`src/design/dpc_pkg.sv`:
```
package dpc_pkg;

  // Fixed point: positions in units of 2^-FRAC_BITS mm
  localparam int FRAC_BITS   = 8;
  localparam int SCALE_SHIFT = 16 - FRAC_BITS;

  // APB address width: six 32-bit registers at 4*i
  localparam int ADDR_W = 5;

  // Working width after the rotation stage and output width
  localparam int WORK_W = 22;
  localparam int OUT_W  = 18;

  // Stage-2 clamp limit and rotation constants (rotation constants Q2.30)
  localparam longint WORK_LIM  = 64'sd2147483647;
  localparam longint ROT_COS   = 64'sd1073733234;
  localparam longint ROT_SIN   = 64'sd4294956;
  localparam int     ROT_SHIFT = 30;

  // Saturation after rotation; far enough out that any value beyond it still
  // saturates the output after the later (monotonic) stages
  localparam int SAT_LIM = 524287;
  localparam int OUT_MAX = 131071;
  localparam int OUT_MIN = -131072;

  // Pipeline depths
  localparam int FRONT_DEPTH = 4;
  localparam int SEG_DEPTH   = 5;

  // Segment map datapath widths
  localparam int MAX_BRK     = 15;
  localparam int SEG_IDX_W   = 4;
  localparam int MUL_W       = 12;
  localparam int DIV_W       = 12;
  localparam int RECIP_W     = 24;
  localparam int RECIP_SHIFT = 32;
  localparam int M_W         = 32;
  localparam int Q_W         = 24;

  // Calibration levels
  localparam logic [2:0] LVL_ROTATE   = 3'd1;
  localparam logic [2:0] LVL_SLIDE    = 3'd2;
  localparam logic [2:0] LVL_COARSE   = 3'd3;
  localparam logic [2:0] LVL_FINE     = 3'd4;
  localparam logic [2:0] LVL_STRETCH  = 3'd5;
  localparam logic [2:0] LVL_MISMATCH = 3'd6;

  typedef struct packed {
    logic [2:0]         corr_lvl;
    logic               alt_geometry;
    logic signed [15:0] x_ctr;
    logic signed [15:0] z_ctr;
    logic [15:0]        x_gain;
    logic [15:0]        z_gain;
  } cfg_t;

  localparam cfg_t CFG_RESET = '{
    corr_lvl:     3'd0,
    alt_geometry: 1'b0,
    x_ctr:        16'sd2227,
    z_ctr:        -16'sd11213,
    x_gain:       16'd3447,
    z_gain:       16'd3296
  };

  typedef enum logic [2:0] {
    REG_CAL_LEVEL,
    REG_ALT_GEOMETRY,
    REG_X_OFFSET,
    REG_Z_OFFSET,
    REG_X_GAIN,
    REG_Z_GAIN
  } reg_e;

  typedef enum logic [2:0] {
    MAP_COARSE_X,
    MAP_COARSE_Z,
    MAP_FINE_X,
    MAP_FINE_Z,
    MAP_STRETCH_X,
    MAP_STRETCH_Z
  } map_e;

  // Breakpoints and targets in 1/100 mm
  localparam int COARSE_X_BRK [4] = '{-3500, -905, 1127, 3500};
  localparam int COARSE_Z_BRK [4] = '{-3500, -861, 1187, 3500};
  localparam int COARSE_TGT   [4] = '{-3500, -1000, 1000, 3500};
  localparam int FINE_X_BRK  [15] = '{-3500, -3038, -2530, -2020, -1505, -1000, -476, 13,
                                       538, 1000, 1522, 2002, 2485, 3003, 3500};
  localparam int FINE_Z_BRK  [15] = '{-3500, -3008, -2507, -2008, -1512, -1000, -490, 15,
                                       508, 1000, 1501, 1983, 2461, 2968, 3500};
  localparam int FINE_TGT    [15] = '{-3500, -3000, -2500, -2000, -1500, -1000, -500, 0,
                                       500, 1000, 1500, 2000, 2500, 3000, 3500};

  // 1/100 mm to position units, rounded to nearest, ties away from zero
  function automatic int hq(input int h);
    int n;
    n = h * (1 << FRAC_BITS);
    if (n >= 0) return (n + 50) / 100;
    return -((-n + 50) / 100);
  endfunction

  localparam int EDGE       = hq(3500);
  localparam int SLIDE_X    = hq(91);
  localparam int SLIDE_Z    = hq(64);
  localparam int MISMATCH_X = (661175 * (1 << FRAC_BITS) + 1000000) / 2000000;
  localparam int MISMATCH_Z = (246667 * (1 << FRAC_BITS) + 1000000) / 2000000;

  function automatic bit is_stretch(input map_e m);
    return (m == MAP_STRETCH_X) || (m == MAP_STRETCH_Z);
  endfunction

  function automatic bit lower_closed(input map_e m);
    return m == MAP_FINE_Z;
  endfunction

  function automatic int nbrk(input map_e m);
    case (m)
      MAP_COARSE_X, MAP_COARSE_Z: return 4;
      MAP_FINE_X, MAP_FINE_Z:     return 15;
      default:                    return 2;
    endcase
  endfunction

  function automatic int brk(input map_e m, input int j);
    if (j < 0 || j >= nbrk(m)) return 0;
    case (m)
      MAP_COARSE_X: return COARSE_X_BRK[j];
      MAP_COARSE_Z: return COARSE_Z_BRK[j];
      MAP_FINE_X:   return FINE_X_BRK[j];
      MAP_FINE_Z:   return FINE_Z_BRK[j];
      default:      return 0;
    endcase
  endfunction

  function automatic int tgt(input map_e m, input int j);
    if (j < 0 || j >= nbrk(m)) return 0;
    case (m)
      MAP_COARSE_X, MAP_COARSE_Z: return COARSE_TGT[j];
      MAP_FINE_X, MAP_FINE_Z:     return FINE_TGT[j];
      default:                    return 0;
    endcase
  endfunction

  // Segment start in position units (stretch: low and high edge)
  function automatic int seg_start(input map_e m, input int i);
    if (is_stretch(m)) return (i == 0) ? -EDGE : EDGE;
    return hq(brk(m, i));
  endfunction

  // Segment output base in position units
  function automatic int seg_base(input map_e m, input int i);
    if (is_stretch(m)) return (i == 0) ? -EDGE : EDGE;
    return hq(tgt(m, i));
  endfunction

  function automatic int seg_mul(input map_e m, input int i);
    if (is_stretch(m)) return 500;
    if (i + 1 < nbrk(m)) return tgt(m, i + 1) - tgt(m, i);
    return 0;
  endfunction

  function automatic int seg_div(input map_e m, input int i);
    case (m)
      MAP_STRETCH_X: return (i == 0) ? 477 : 462;
      MAP_STRETCH_Z: return (i == 0) ? 524 : 488;
      default: begin
        if (i + 1 < nbrk(m)) return brk(m, i + 1) - brk(m, i);
        return 1;
      end
    endcase
  endfunction

endpackage

```
`src/design/dpc_regs.sv`:
```
module dpc_regs (
  input  logic                        clk_i,
  input  logic                        rst_ni,
  input  logic                        psel,
  input  logic                        penable,
  input  logic                        pwrite,
  input  logic [dpc_pkg::ADDR_W-1:0]  paddr,
  input  logic [31:0]                 pwdata,
  output logic [31:0]                 prdata,
  output logic                        pready,
  output dpc_pkg::cfg_t               cfg_o
);

  dpc_pkg::cfg_t cfg_q;
  dpc_pkg::reg_e idx;
  logic          wr;

  assign idx    = dpc_pkg::reg_e'(paddr[dpc_pkg::ADDR_W-1:2]);
  assign wr     = psel && penable && pwrite;
  assign pready = 1'b1;
  assign cfg_o  = cfg_q;

  // Register write on the access cycle
  always_ff @(posedge clk_i or negedge rst_ni) begin
    if (!rst_ni) begin
      cfg_q <= dpc_pkg::CFG_RESET;
    end else if (wr) begin
      unique case (idx)
        dpc_pkg::REG_CAL_LEVEL:    cfg_q.corr_lvl     <= pwdata[2:0];
        dpc_pkg::REG_ALT_GEOMETRY: cfg_q.alt_geometry <= pwdata[0];
        dpc_pkg::REG_X_OFFSET:     cfg_q.x_ctr        <= $signed(pwdata[15:0]);
        dpc_pkg::REG_Z_OFFSET:     cfg_q.z_ctr        <= $signed(pwdata[15:0]);
        dpc_pkg::REG_X_GAIN:       cfg_q.x_gain       <= pwdata[15:0];
        dpc_pkg::REG_Z_GAIN:       cfg_q.z_gain       <= pwdata[15:0];
        default: ;
      endcase
    end
  end

  // Read mux
  always_comb begin
    unique case (idx)
      dpc_pkg::REG_CAL_LEVEL:    prdata = {29'd0, cfg_q.corr_lvl};
      dpc_pkg::REG_ALT_GEOMETRY: prdata = {31'd0, cfg_q.alt_geometry};
      dpc_pkg::REG_X_OFFSET:     prdata = 32'(cfg_q.x_ctr);
      dpc_pkg::REG_Z_OFFSET:     prdata = 32'(cfg_q.z_ctr);
      dpc_pkg::REG_X_GAIN:       prdata = {16'd0, cfg_q.x_gain};
      dpc_pkg::REG_Z_GAIN:       prdata = {16'd0, cfg_q.z_gain};
      default:                   prdata = 32'd0;
    endcase
  end

endmodule

```
`config.mk`:
```
export PLATFORM = sky130hd
export DESIGN_NAME = dpc_regs
export DESIGN_NICKNAME = d
export VERILOG_FILES = /design/src/design/dpc_pkg.sv /design/src/design/dpc_regs.sv
export SDC_FILE = /design/constraint.sdc
export NUM_CORES = 1
export LEC_CHECK = 0
export BUFFER_PORTS_ARGS = -buffer_cell sky130_fd_sc_hd__buf_4
export CORE_MARGIN = 1.5
export CORE_UTILIZATION = 40
export DETAILED_ROUTE_END_ITERATION = 16
export PLACE_DENSITY = 0.69
export SETUP_SLACK_MARGIN = 0.1
export SYNTH_ARGS = -nofsm -noshare
export SYNTH_HDL_FRONTEND = slang
export SYNTH_SLANG_ARGS = --single-unit
```
`constraint.sdc`:
```
create_clock -name clk_i -period 2.5 [get_ports clk_i]
set_clock_uncertainty 0.2 [all_clocks]
set_input_delay 0.375 -clock clk_i [delete_from_list [all_inputs] [get_ports clk_i]]
set_output_delay 0.375 -clock clk_i [all_outputs]
set_load 0.02 [all_outputs]
```
==> flow_metrics.env <==
export IMPL_vdd_drop_max_mv=0.515
export IMPL_fmax_mhz=453
export IMPL_place_inst=438
export IMPL_holdPathEnd="cfg_o[8]"
export IMPL_row_count=32
export IMPL_grt_util_met3=0.0480
export IMPL_drv_slew=0
export IMPL_dp_hpwl_um=5460
export IMPL_period_minus_slack_ps=2210
export IMPL_cts_sinks=68
export IMPL_ys_types=22
export IMPL_r2r_end="cfg_o[61]"
export IMPL_drive_above_1_share=0.518
export IMPL_grt_util_met2=0.298
export IMPL_dieArea_mm2=0.00873
export IMPL_grt_busiest_layer="met2"
export IMPL_final_antenna_net_count=0
export IMPL_maxCapViolations=0
export IMPL_finalHoldViolations=0
export IMPL_finalSetupTns_ps=0
export IMPL_drt_total_wl_um=7680
export IMPL_clockBufferDepth=2
export IMPL_p_per_area_mw_per_mm2=817
export IMPL_final_seq_area_mm2=0.00174
export IMPL_finalSetupViolCount=0
export IMPL_drt_iter0_drc=62
export IMPL_endpoint_kind="output pin"
export IMPL_rsz0062_at_grt="no"
export IMPL_grt_ovfl_total=0
export IMPL_utilization=0.568
export IMPL_fillerInstances=686
export IMPL_die_h_um=93.4
export IMPL_status="complete, no violations"
export IMPL_drc=0
export IMPL_gp_congestion=0.723
export IMPL_hold_buffers=1
export IMPL_arrival_ps=1630
export IMPL_io_pins=143
export IMPL_wl_per_cell_um=16.9
export IMPL_worstMarginPinSlew_ps=852
export IMPL_startpoint_type="flop"
export IMPL_vias=2316
export IMPL_grt_max_degree=69
export IMPL_htreeDepth=3
export IMPL_diodes=0
export IMPL_fp_dieW_um=93.4
export IMPL_grt_pass1_wl_um=12300
export IMPL_use_met1=0.238
export IMPL_area_growth_syn_to_layout_pct=35.6
export IMPL_nNetsFinal=390
export IMPL_dr_pass1_iters=3
export IMPL_largest_reg_flops=68
export IMPL_worst_path_max_fanout=10
export IMPL_reg2reg_depth=1
export IMPL_via_per_inst=5.09
export IMPL_grt_antenna_before_repair=0
export IMPL_cts_root_buf="clkbuf_8"
export IMPL_mostFrequentLayoutCells="130 x buf_4, 68 x mux2_1, 40 x dfrtp_1"
export IMPL_ys_ff_latch=68
export IMPL_min_delay_start="pwdata[8]"
export IMPL_required_ps=1920
export IMPL_multi_input_comb_area_mm2=0.00134
export IMPL_fin_hold_ws_ps=71.6
export IMPL_finalCritPeriodShare=0.883
export IMPL_grt_use_total=0.184
export IMPL_cts_setup_buffers=0
export IMPL_initial_core_util=0.419
export IMPL_syn_inst=232
export IMPL_cts_buffers=9
export IMPL_io_buffers=123
export IMPL_r2r_start="cfg_o[61]"
export IMPL_final_cells=455
export IMPL_mostFrequentLayoutCell="buf_4"
export IMPL_worstSetupPathType="flop to output pin"
export IMPL_reg2reg_slack_ps=1490
export IMPL_syn_nets=274
export IMPL_syn_cell_area_mm2=0.00327
export IMPL_grt_pass1_vias=2361
export IMPL_cts_reportedPaths_clkPinSlew_ps=80
export IMPL_detailedPlace_worstSlack_ps=283
export IMPL_clk_latency_ps=340
export IMPL_ys_warn_count=0
export IMPL_leakage_nw=2.19
export IMPL_ys_seq_area_frac=0.531
export IMPL_cts_tree="yes"
export IMPL_coreArea_mm2=0.00781
export IMPL_min_path_type="input port to flop"
export IMPL_slew_headroom=0.432
export IMPL_final_setup_worst_slack_ps=293
export IMPL_hold_path_cell_count=2
export IMPL_ctsResizeCount=0
export IMPL_avgSynthCellArea_um2=14.1
## synth_stat cells
library cell / count / area share
a211o_1: 2 / 0.0054
nor3_1: 1 / 0.0015
nand2b_1: 2 / 0.0038
dfrtp_1: 40 / 0.31
nand3_1: 2 / 0.0031
mux2i_1: 29 / 0.089
nand4_1: 1 / 0.0019
inv_1: 1 / 0.0011
or3_1: 1 / 0.0019
dfstp_2: 28 / 0.22
a21oi_1: 2 / 0.0031
buf_4: 22 / 0.050
mux4_2: 1 / 0.0069
or3b_1: 2 / 0.0054
nor2_4: 4 / 0.014
buf_2: 4 / 0.0061
conb_1: 1 / 0.0011
nor2_1: 4 / 0.0046
mux2_1: 68 / 0.23
nand4b_4: 1 / 0.0073
o22ai_1: 14 / 0.027
clkbuf_1: 2 / 0.0023
## layout make-up
class / count / area share
Sequential cell: 68 / 0.391
Multi-Input combinational cell: 135 / 0.302
Timing Repair Buffer: 133 / 0.231
Clock buffer: 10 / 0.0310
Tap cell: 102 / 0.0288
Clock inverter: 6 / 0.0144
Inverter: 1 / 0.000846
## cell families (layout without fill, tap and decap cells)
family | after synthesis | count (layout) | share of synthesized area
multiplexers | 98 | 98 | 0.330
AND/OR/NAND/NOR | 18 | 18 | 0.0432
flip-flops | 68 | 68 | 0.531
other | 1 | 1 | 0.00115
AO/OA/AOI/OAI | 18 | 18 | 0.0352
buffers and inverters | 29 | 150 | 0.0600
## through the flow
step / power [mW] / instance area [um^2]
2_1_floorplan: 2.19 / 3270
3_3_place_gp: 2.73 / 4230
3_5_place_dp: 2.75 / 4230
4_1_cts: 3.67 / 4440
5_1_grt: 3.81 / 4440
6_report: 3.62 / 4440
## metal layers
| layer | share of wire | up-vias | wire length [um] |
|---|---|---|---|
| met5 | 0 | - | 0 |
| met2 | 0.47 | 85 | 3640 |
| met3 | 0.074 | 12 | 570 |
| met4 | 0.014 | 0 | 106 |
| met1 | 0.44 | 1161 | 3370 |
| li1 | - | 1058 | - |
## how the worst max path moves through the flow
stage / depth (start not counted) / start / slack (ps) / end
6_report: 4 / cfg_o[47] / 290 / prdata[21]
5_1_grt: 4 / cfg_o[47] / 180 / prdata[21]
4_1_cts: 4 / cfg_o[47] / 260 / prdata[21]
3_5_place_dp: 5 / paddr[2] / 280 / cfg_o[4]
3_3_place_gp: 5 / paddr[2] / 310 / cfg_o[4]
2_1_floorplan: 5 / paddr[4] / 290 / prdata[17]
## power by group
group	switching, mW	internal (mW)	leakage [nW]
combinational	0.627	0.544	1.29
sequential	0.166	1.38	0.804
clock	0.421	0.485	0.0983
## critical path, stage by stage (launching register included)
cell and delay, ps:
dfstp_2 550, mux2i_1 110, nor2_2 260, buf_4 220
buf_4 150
(Power assumes the default switching activity.)
