===== config.mk =====
export PLATFORM = sky130hd
export DESIGN_NAME = dpc_seg
export DESIGN_NICKNAME = d
export VERILOG_FILES = /design/src/design/dpc_pkg.sv /design/src/design/dpc_seg.sv
export SDC_FILE = /design/constraint.sdc
export NUM_CORES = 2
export LEC_CHECK = 0
export ABC_AREA = 1
export BUFFER_PORTS_ARGS = -buffer_cell sky130_fd_sc_hd__clkbuf_2
export CAP_MARGIN = 20
export CORE_MARGIN = 5
export CORE_UTILIZATION = 68
export CTS_BUF_LIST = sky130_fd_sc_hd__clkbuf_2
export DETAILED_ROUTE_END_ITERATION = 8
export GPL_ROUTABILITY_DRIVEN = 0
export PLACE_DENSITY = 0.89
export SETUP_SLACK_MARGIN = 0.15
export SYNTH_ARGS = -nofsm -noshare
export SYNTH_HDL_FRONTEND = slang
export SYNTH_SLANG_ARGS = --single-unit
export TNS_END_PERCENT = 30

===== constraint.sdc =====
create_clock -name clk_i -period 10.5 [get_ports clk_i]
set_clock_uncertainty 0.15 [all_clocks]
set_input_delay 3.15 -clock clk_i [delete_from_list [all_inputs] [get_ports clk_i]]
set_output_delay 3.15 -clock clk_i [all_outputs]
set_load 0.1 [all_outputs]

===== src/design/dpc_pkg.sv =====
package dpc_pkg;

  // Fixed point: positions in units of 2^-FRAC_BITS mm
  localparam int FRAC_BITS   = 8;
  localparam int SCALE_SHIFT = 16 - FRAC_BITS;

  // APB address width: six 32-bit registers at 4*i
  localparam int ADDR_W = 5;

  // Working width after the rotation stage and output width
  localparam int WORK_W = 22;
  localparam int OUT_W  = 18;

  // Stage-2 clamp limit and rotation constants (rotation constants Q2.30)
  localparam longint WORK_LIM  = 64'sd2147483647;
  localparam longint ROT_COS   = 64'sd1073733234;
  localparam longint ROT_SIN   = 64'sd4294956;
  localparam int     ROT_SHIFT = 30;

  // Saturation after rotation; far enough out that any value beyond it still
  // saturates the output after the later (monotonic) stages
  localparam int SAT_LIM = 524287;
  localparam int OUT_MAX = 131071;
  localparam int OUT_MIN = -131072;

  // Pipeline depths
  localparam int FRONT_DEPTH = 4;
  localparam int SEG_DEPTH   = 5;

  // Segment map datapath widths
  localparam int MAX_BRK     = 15;
  localparam int SEG_IDX_W   = 4;
  localparam int MUL_W       = 12;
  localparam int DIV_W       = 12;
  localparam int RECIP_W     = 24;
  localparam int RECIP_SHIFT = 32;
  localparam int M_W         = 32;
  localparam int Q_W         = 24;

  // Calibration levels
  localparam logic [2:0] LVL_ROTATE   = 3'd1;
  localparam logic [2:0] LVL_SLIDE    = 3'd2;
  localparam logic [2:0] LVL_COARSE   = 3'd3;
  localparam logic [2:0] LVL_FINE     = 3'd4;
  localparam logic [2:0] LVL_STRETCH  = 3'd5;
  localparam logic [2:0] LVL_MISMATCH = 3'd6;

  typedef struct packed {
    logic [2:0]         corr_lvl;
    logic               alt_geometry;
    logic signed [15:0] x_ctr;
    logic signed [15:0] z_ctr;
    logic [15:0]        x_gain;
    logic [15:0]        z_gain;
  } cfg_t;

  localparam cfg_t CFG_RESET = '{
    corr_lvl:     3'd0,
    alt_geometry: 1'b0,
    x_ctr:        16'sd2227,
    z_ctr:        -16'sd11213,
    x_gain:       16'd3447,
    z_gain:       16'd3296
  };

  typedef enum logic [2:0] {
    REG_CAL_LEVEL,
    REG_ALT_GEOMETRY,
    REG_X_OFFSET,
    REG_Z_OFFSET,
    REG_X_GAIN,
    REG_Z_GAIN
  } reg_e;

  typedef enum logic [2:0] {
    MAP_COARSE_X,
    MAP_COARSE_Z,
    MAP_FINE_X,
    MAP_FINE_Z,
    MAP_STRETCH_X,
    MAP_STRETCH_Z
  } map_e;

  // Breakpoints and targets in 1/100 mm
  localparam int COARSE_X_BRK [4] = '{-3500, -905, 1127, 3500};
  localparam int COARSE_Z_BRK [4] = '{-3500, -861, 1187, 3500};
  localparam int COARSE_TGT   [4] = '{-3500, -1000, 1000, 3500};
  localparam int FINE_X_BRK  [15] = '{-3500, -3038, -2530, -2020, -1505, -1000, -476, 13,
                                       538, 1000, 1522, 2002, 2485, 3003, 3500};
  localparam int FINE_Z_BRK  [15] = '{-3500, -3008, -2507, -2008, -1512, -1000, -490, 15,
                                       508, 1000, 1501, 1983, 2461, 2968, 3500};
  localparam int FINE_TGT    [15] = '{-3500, -3000, -2500, -2000, -1500, -1000, -500, 0,
                                       500, 1000, 1500, 2000, 2500, 3000, 3500};

  // 1/100 mm to position units, rounded to nearest, ties away from zero
  function automatic int hq(input int h);
    int n;
    n = h * (1 << FRAC_BITS);
    if (n >= 0) return (n + 50) / 100;
    return -((-n + 50) / 100);
  endfunction

  localparam int EDGE       = hq(3500);
  localparam int SLIDE_X    = hq(91);
  localparam int SLIDE_Z    = hq(64);
  localparam int MISMATCH_X = (661175 * (1 << FRAC_BITS) + 1000000) / 2000000;
  localparam int MISMATCH_Z = (246667 * (1 << FRAC_BITS) + 1000000) / 2000000;

  function automatic bit is_stretch(input map_e m);
    return (m == MAP_STRETCH_X) || (m == MAP_STRETCH_Z);
  endfunction

  function automatic bit lower_closed(input map_e m);
    return m == MAP_FINE_Z;
  endfunction

  function automatic int nbrk(input map_e m);
    case (m)
      MAP_COARSE_X, MAP_COARSE_Z: return 4;
      MAP_FINE_X, MAP_FINE_Z:     return 15;
      default:                    return 2;
    endcase
  endfunction

  function automatic int brk(input map_e m, input int j);
    if (j < 0 || j >= nbrk(m)) return 0;
    case (m)
      MAP_COARSE_X: return COARSE_X_BRK[j];
      MAP_COARSE_Z: return COARSE_Z_BRK[j];
      MAP_FINE_X:   return FINE_X_BRK[j];
      MAP_FINE_Z:   return FINE_Z_BRK[j];
      default:      return 0;
    endcase
  endfunction

  function automatic int tgt(input map_e m, input int j);
    if (j < 0 || j >= nbrk(m)) return 0;
    case (m)
      MAP_COARSE_X, MAP_COARSE_Z: return COARSE_TGT[j];
      MAP_FINE_X, MAP_FINE_Z:     return FINE_TGT[j];
      default:                    return 0;
    endcase
  endfunction

  // Segment start in position units (stretch: low and high edge)
  function automatic int seg_start(input map_e m, input int i);
    if (is_stretch(m)) return (i == 0) ? -EDGE : EDGE;
    return hq(brk(m, i));
  endfunction

  // Segment output base in position units
  function automatic int seg_base(input map_e m, input int i);
    if (is_stretch(m)) return (i == 0) ? -EDGE : EDGE;
    return hq(tgt(m, i));
  endfunction

  function automatic int seg_mul(input map_e m, input int i);
    if (is_stretch(m)) return 500;
    if (i + 1 < nbrk(m)) return tgt(m, i + 1) - tgt(m, i);
    return 0;
  endfunction

  function automatic int seg_div(input map_e m, input int i);
    case (m)
      MAP_STRETCH_X: return (i == 0) ? 477 : 462;
      MAP_STRETCH_Z: return (i == 0) ? 524 : 488;
      default: begin
        if (i + 1 < nbrk(m)) return brk(m, i + 1) - brk(m, i);
        return 1;
      end
    endcase
  endfunction

endpackage


===== src/design/dpc_seg.sv =====
module dpc_seg #(
  parameter dpc_pkg::map_e MAP = dpc_pkg::MAP_COARSE_X
) (
  input  logic                               clk_i,
  input  logic                               en_i,
  input  logic                               apply_i,
  input  logic signed [dpc_pkg::WORK_W-1:0]  v_i,
  output logic signed [dpc_pkg::WORK_W-1:0]  v_o
);

  localparam int W    = dpc_pkg::WORK_W;
  localparam int NB   = dpc_pkg::nbrk(MAP);
  localparam bit STR  = dpc_pkg::is_stretch(MAP);
  localparam bit LOWC = dpc_pkg::lower_closed(MAP);
  localparam int IW   = dpc_pkg::SEG_IDX_W;
  localparam int MW   = dpc_pkg::M_W;
  localparam int QW   = dpc_pkg::Q_W;
  localparam int UW   = dpc_pkg::MUL_W;
  localparam int DW   = dpc_pkg::DIV_W;
  localparam int RCW  = dpc_pkg::RECIP_W;

  // Per-segment constant tables
  logic signed [W-1:0] start_tab [dpc_pkg::MAX_BRK];
  logic signed [W-1:0] base_tab  [dpc_pkg::MAX_BRK];
  logic [UW-1:0]       mul_tab   [dpc_pkg::MAX_BRK];
  logic [DW-1:0]       div_tab   [dpc_pkg::MAX_BRK];
  logic [RCW-1:0]      recip_tab [dpc_pkg::MAX_BRK];

  for (genvar g = 0; g < dpc_pkg::MAX_BRK; g++) begin : g_tab
    localparam longint DV = dpc_pkg::seg_div(MAP, g);
    localparam longint RC = (64'sd1 <<< dpc_pkg::RECIP_SHIFT) / DV;
    assign start_tab[g] = W'(dpc_pkg::seg_start(MAP, g));
    assign base_tab[g]  = W'(dpc_pkg::seg_base(MAP, g));
    assign mul_tab[g]   = UW'(dpc_pkg::seg_mul(MAP, g));
    assign div_tab[g]   = DW'(DV);
    assign recip_tab[g] = RCW'(RC);
  end

  // Stage A: segment select and distance from segment start
  logic [IW-1:0]       seg_d, a_seg_q;
  logic                in_rng;
  logic signed [W:0]   diff;
  logic                a_neg_d, a_neg_q, a_byp_q;
  logic [W-1:0]        a_mag_d, a_mag_q;
  logic signed [W-1:0] a_v_q;

  always_comb begin
    logic [IW-1:0] cnt;
    logic          hit;
    cnt = '0;
    hit = 1'b0;
    for (int j = 1; j < dpc_pkg::MAX_BRK - 1; j++) begin
      if (j <= NB - 2) begin
        hit = LOWC ? (v_i >= start_tab[j]) : (v_i > start_tab[j]);
        cnt = cnt + IW'(hit);
      end
    end
    if (STR) begin
      if (v_i < start_tab[0]) begin
        in_rng = 1'b1;
        seg_d  = '0;
      end else if (v_i > start_tab[1]) begin
        in_rng = 1'b1;
        seg_d  = IW'(1);
      end else begin
        in_rng = 1'b0;
        seg_d  = '0;
      end
    end else begin
      in_rng = (v_i > start_tab[0]) && (v_i <= start_tab[NB-1]);
      seg_d  = cnt;
    end
    diff    = (W+1)'(v_i) - (W+1)'(start_tab[seg_d]);
    a_neg_d = diff[W];
    a_mag_d = a_neg_d ? W'(-diff) : W'(diff);
  end

  always_ff @(posedge clk_i) begin
    if (en_i) begin
      a_seg_q <= seg_d;
      a_neg_q <= a_neg_d;
      a_mag_q <= a_mag_d;
      a_byp_q <= !apply_i || !in_rng;
      a_v_q   <= v_i;
    end
  end

  // Stage B: distance times target span
  logic [W+UW-1:0]     prod_b;
  logic [MW-1:0]       b_p_q;
  logic [IW-1:0]       b_seg_q;
  logic                b_neg_q, b_byp_q;
  logic signed [W-1:0] b_v_q;

  assign prod_b = a_mag_q * mul_tab[a_seg_q];

  always_ff @(posedge clk_i) begin
    if (en_i) begin
      b_p_q   <= MW'(prod_b);
      b_seg_q <= a_seg_q;
      b_neg_q <= a_neg_q;
      b_byp_q <= a_byp_q;
      b_v_q   <= a_v_q;
    end
  end

  // Stage C: add half divisor, estimate quotient by reciprocal
  logic [MW-1:0]       m_c;
  logic [MW+RCW-1:0]   prod_c;
  logic [MW-1:0]       c_m_q;
  logic [QW-1:0]       c_q0_q;
  logic [IW-1:0]       c_seg_q;
  logic                c_neg_q, c_byp_q;
  logic signed [W-1:0] c_v_q;

  assign m_c    = b_p_q + MW'(div_tab[b_seg_q] >> 1);
  assign prod_c = m_c * recip_tab[b_seg_q];

  always_ff @(posedge clk_i) begin
    if (en_i) begin
      c_m_q   <= m_c;
      c_q0_q  <= QW'(prod_c >> dpc_pkg::RECIP_SHIFT);
      c_seg_q <= b_seg_q;
      c_neg_q <= b_neg_q;
      c_byp_q <= b_byp_q;
      c_v_q   <= b_v_q;
    end
  end

  // Stage D: quotient correction (estimate is exact or one low)
  logic [QW+DW-1:0]    prod_d;
  logic [MW-1:0]       rem_d;
  logic [QW-1:0]       q_d, d_q_q;
  logic [IW-1:0]       d_seg_q;
  logic                d_neg_q, d_byp_q;
  logic signed [W-1:0] d_v_q;

  assign prod_d = c_q0_q * div_tab[c_seg_q];
  assign rem_d  = c_m_q - MW'(prod_d);
  assign q_d    = (rem_d >= MW'(div_tab[c_seg_q])) ? c_q0_q + QW'(1) : c_q0_q;

  always_ff @(posedge clk_i) begin
    if (en_i) begin
      d_q_q   <= q_d;
      d_seg_q <= c_seg_q;
      d_neg_q <= c_neg_q;
      d_byp_q <= c_byp_q;
      d_v_q   <= c_v_q;
    end
  end

  // Stage E: add the signed quotient to the segment base, or pass the input through on bypass
  logic signed [QW:0]   qs;
  logic signed [QW+1:0] sum_e;
  logic signed [W-1:0]  e_v_q;

  assign qs    = $signed({1'b0, d_q_q});
  assign sum_e = d_neg_q ? (QW+2)'(base_tab[d_seg_q]) - (QW+2)'(qs)
                         : (QW+2)'(base_tab[d_seg_q]) + (QW+2)'(qs);

  always_ff @(posedge clk_i) begin
    if (en_i) begin
      e_v_q <= d_byp_q ? d_v_q : W'(sum_e);
    end
  end

  assign v_o = e_v_q;

endmodule


==> impl_metrics.tcl <==
set metrics [dict create \
    status "complete, but fails checks" \
    failed_checks "design-rule violations" \
    dieWidth_um 278 \
    ys.flop_type "edfxtp_1" \
    cts_buffer_depth 3 \
    grt_pass1_vias 41600 \
    path_clk_slew_ns 0.14 \
    grt_pass1_wl_um 216000 \
    core_area_um2 71200 \
    synth.distinct_cells 62 \
    critPathMaxFanout 8 \
    yosys.area.top_type "fa_1" \
    maxCapViolCount 0 \
    io_pins 47 \
    yosysSeqAreaShare_pct 15.8 \
    layout_worst_path_cycle_share_pct 95.2 \
    worstSetupPathType "register to register" \
    place_hpwl_um 114000 \
    hold-path-cell-count 0 \
    clockRootBuffer "clkbuf_2" \
    async_reset_ff_share_pct 0 \
    cts_resized 0 \
    antenna_left 0 \
    slowest_stage "xor2_1" \
    die_area_um2 77100 \
    period_needed_ns 10.0 \
    worstPathArrival_ns 10.55 \
    synth_seq_cells 256 \
    area_growth_pct 3.82 \
    nFillCells 4824 \
    max_stage_delay_ns 0.61 \
    viasPerCell 5.92 \
    grt_remaining_overflow 0 \
    register_area_um2 7690 \
    worstSkewPairLatency_ns 1.03 \
    vias 39900 \
    synth_area_leaders "fa_1 (33%), edfxtp_1 (16%), ha_1 (15%)" \
    utilization_pct 71.0 \
    setup_violations 0 \
    drive_above_1_share_pct 4.82 \
    syn-cell-area_um2 48700 \
    max_slew_margin_pct 20.9 \
    wl_um 136000 \
    antenna_found_initial 2 \
    post_cts_buffers 0 \
    first_pass_iters 9 \
    synthCells 5691 \
    drv_slew 0 \
    yosysTopAreaCellShare_pct 32.6 \
    ys_warn_count 0 \
    wl_per_cell_um 20.2 \
    htree_levels 2 \
    tightest_slew_ns 1.19 \
    tns_ns 0 \
    multiInputGateArea_um2 35000 \
    fmax_mhz 100 \
    rows 98 \
    reg2reg_depth 28 \
    synth_commonest_cells "inv_1 (1,497), nand2_1 (970), fa_1 (792), ha_1 (565), nor2_1 (519)" \
    syn_nets 7073 \
    gr-usage-all-layers_pct 35.4 \
    port_buffers 46 \
    cp_common_cell "fa_1" \
    whs_ns 0.252 \
    critPathCaptureType "register" \
    cts_buffers 61 \
    fp.dieH_um 278 \
    initial_utilization_pct 68.4 \
    cts.sinks 256 \
    synth.most_common_cell "inv_1" \
    drt-initial-drc-count 5182 \
    synth-edff-count 256 \
    grt_max_degree 189 \
    hold_viol_final 0 \
    cts_tree "built" \
    syn-mean-instance-area_um2 8.56 \
    final_nets 7127 \
    rsz0062_at_grt "no" \
    start_kind "register" \
    postCtsHoldBufs 0 \
    hold_class "register to register" \
    cp.required_ns 11.05 \
    drc 34 \
]
through the flow:
step,setup WS [ns],std cells,instance area [um2]
after floorplan,1.95,5691,48700
after global placement,1.41,6631,50000
after detailed placement,1.09,6631,50000
after CTS,1.00,6738,50500
after global routing,0.356,6740,50600
final,0.504,6743,50600
sequential cells by signal, indices dropped and copies added (netlist names), 22 cells and up:
register and count:
b_p_q 30, b_v_q 22, c_q0_q 24, c_v_q 22, d_q_q 22, a_v_q 22
v_o 22, a_mag_q 22, d_v_q 22, c_m_q 32
cell families (layout without fill, tap and decap cells):
group / count (synthesis) / in the layout / share of synthesized area [%]
compound gates: 413 / 413 / 4.92
xor+xnor: 183 / 183 / 3.49
fa+ha+maj: 1357 / 1357 / 47.1
buf+inv: 1597 / 1695 / 12.4
flops: 256 / 256 / 15.8
other cells: 0 / 4 / 0
simple gates: 1885 / 1885 / 16.4
critical path, delay by kind of cell (launching register included):
| kind | cells | cell delay [ns] |
|---|---|---|
| and+or+nand+nor | 9 | 1.48 |
| buffers and inverters | 3 | 0.62 |
| xor gates and xnor gates | 2 | 1.15 |
| DFF | 1 | 0.42 |
| adders and majority gates | 10 | 4.70 |
| AOI/OAI and AO/OA | 4 | 1.15 |
final timing paths:
kind,start,slack [ns],to
worst min-delay path,a_v_q[19],0.25,b_v_q[19]
worst max-delay path,b_seg_q[1],0.50,c_q0_q[6]
worst min register to register,a_v_q[19],0.25,b_v_q[19]
worst max register to register,b_seg_q[1],0.50,c_q0_q[6]
metal layers:
layer	vias to the layer above	part of all wire, %	wire, um	GRT usage [%]
met3	901	12	17000	9.96
met1	18800	34	46600	43.0
met4	0	8.7	11800	22.5
li1	17500	-	-	-
met5	-	0	0	0
met2	2745	45	60900	56.1
cell type report:
class / count / share of cell area (%)
flip-flops and latches: 256 / 15.2
repair buffers: 72 / 0.893
clock inverters: 23 / 0.233
well taps: 950 / 2.35
clock buffers: 84 / 0.831
multi-input cells: 3838 / 69.2
inverters: 1516 / 11.3
diodes: 4 / 0.0198
cell usage in the layout, fill, tap and decap left out, drive strengths merged, types with 2 or more instances in the layout:
cell type	Yosys	routed
nand4	79	79
o21a	5	5
a21boi	3	3
clkbuf	66	129
nand3b	10	10
nand2	1001	1001
nand3	162	162
and3	2	2
a21o	16	16
a31o	6	6
o221ai	2	2
xor2	143	143
a211oi	3	3
xnor2	40	40
nor3	59	59
fa	792	792
a21oi	187	187
diode	0	4
inv	1515	1516
a221oi	4	4
ha	565	565
o21ai	122	122
buf	15	27
clkinv	1	23
nor2	544	544
or2	11	11
o21bai	36	36
edfxtp	256	256
a31oi	12	12
o211ai	6	6
a2111oi	2	2
nor4	16	16
Power is not shown: default switching activity piles up to over one toggle a cycle in this logic, so the estimate is an artifact.
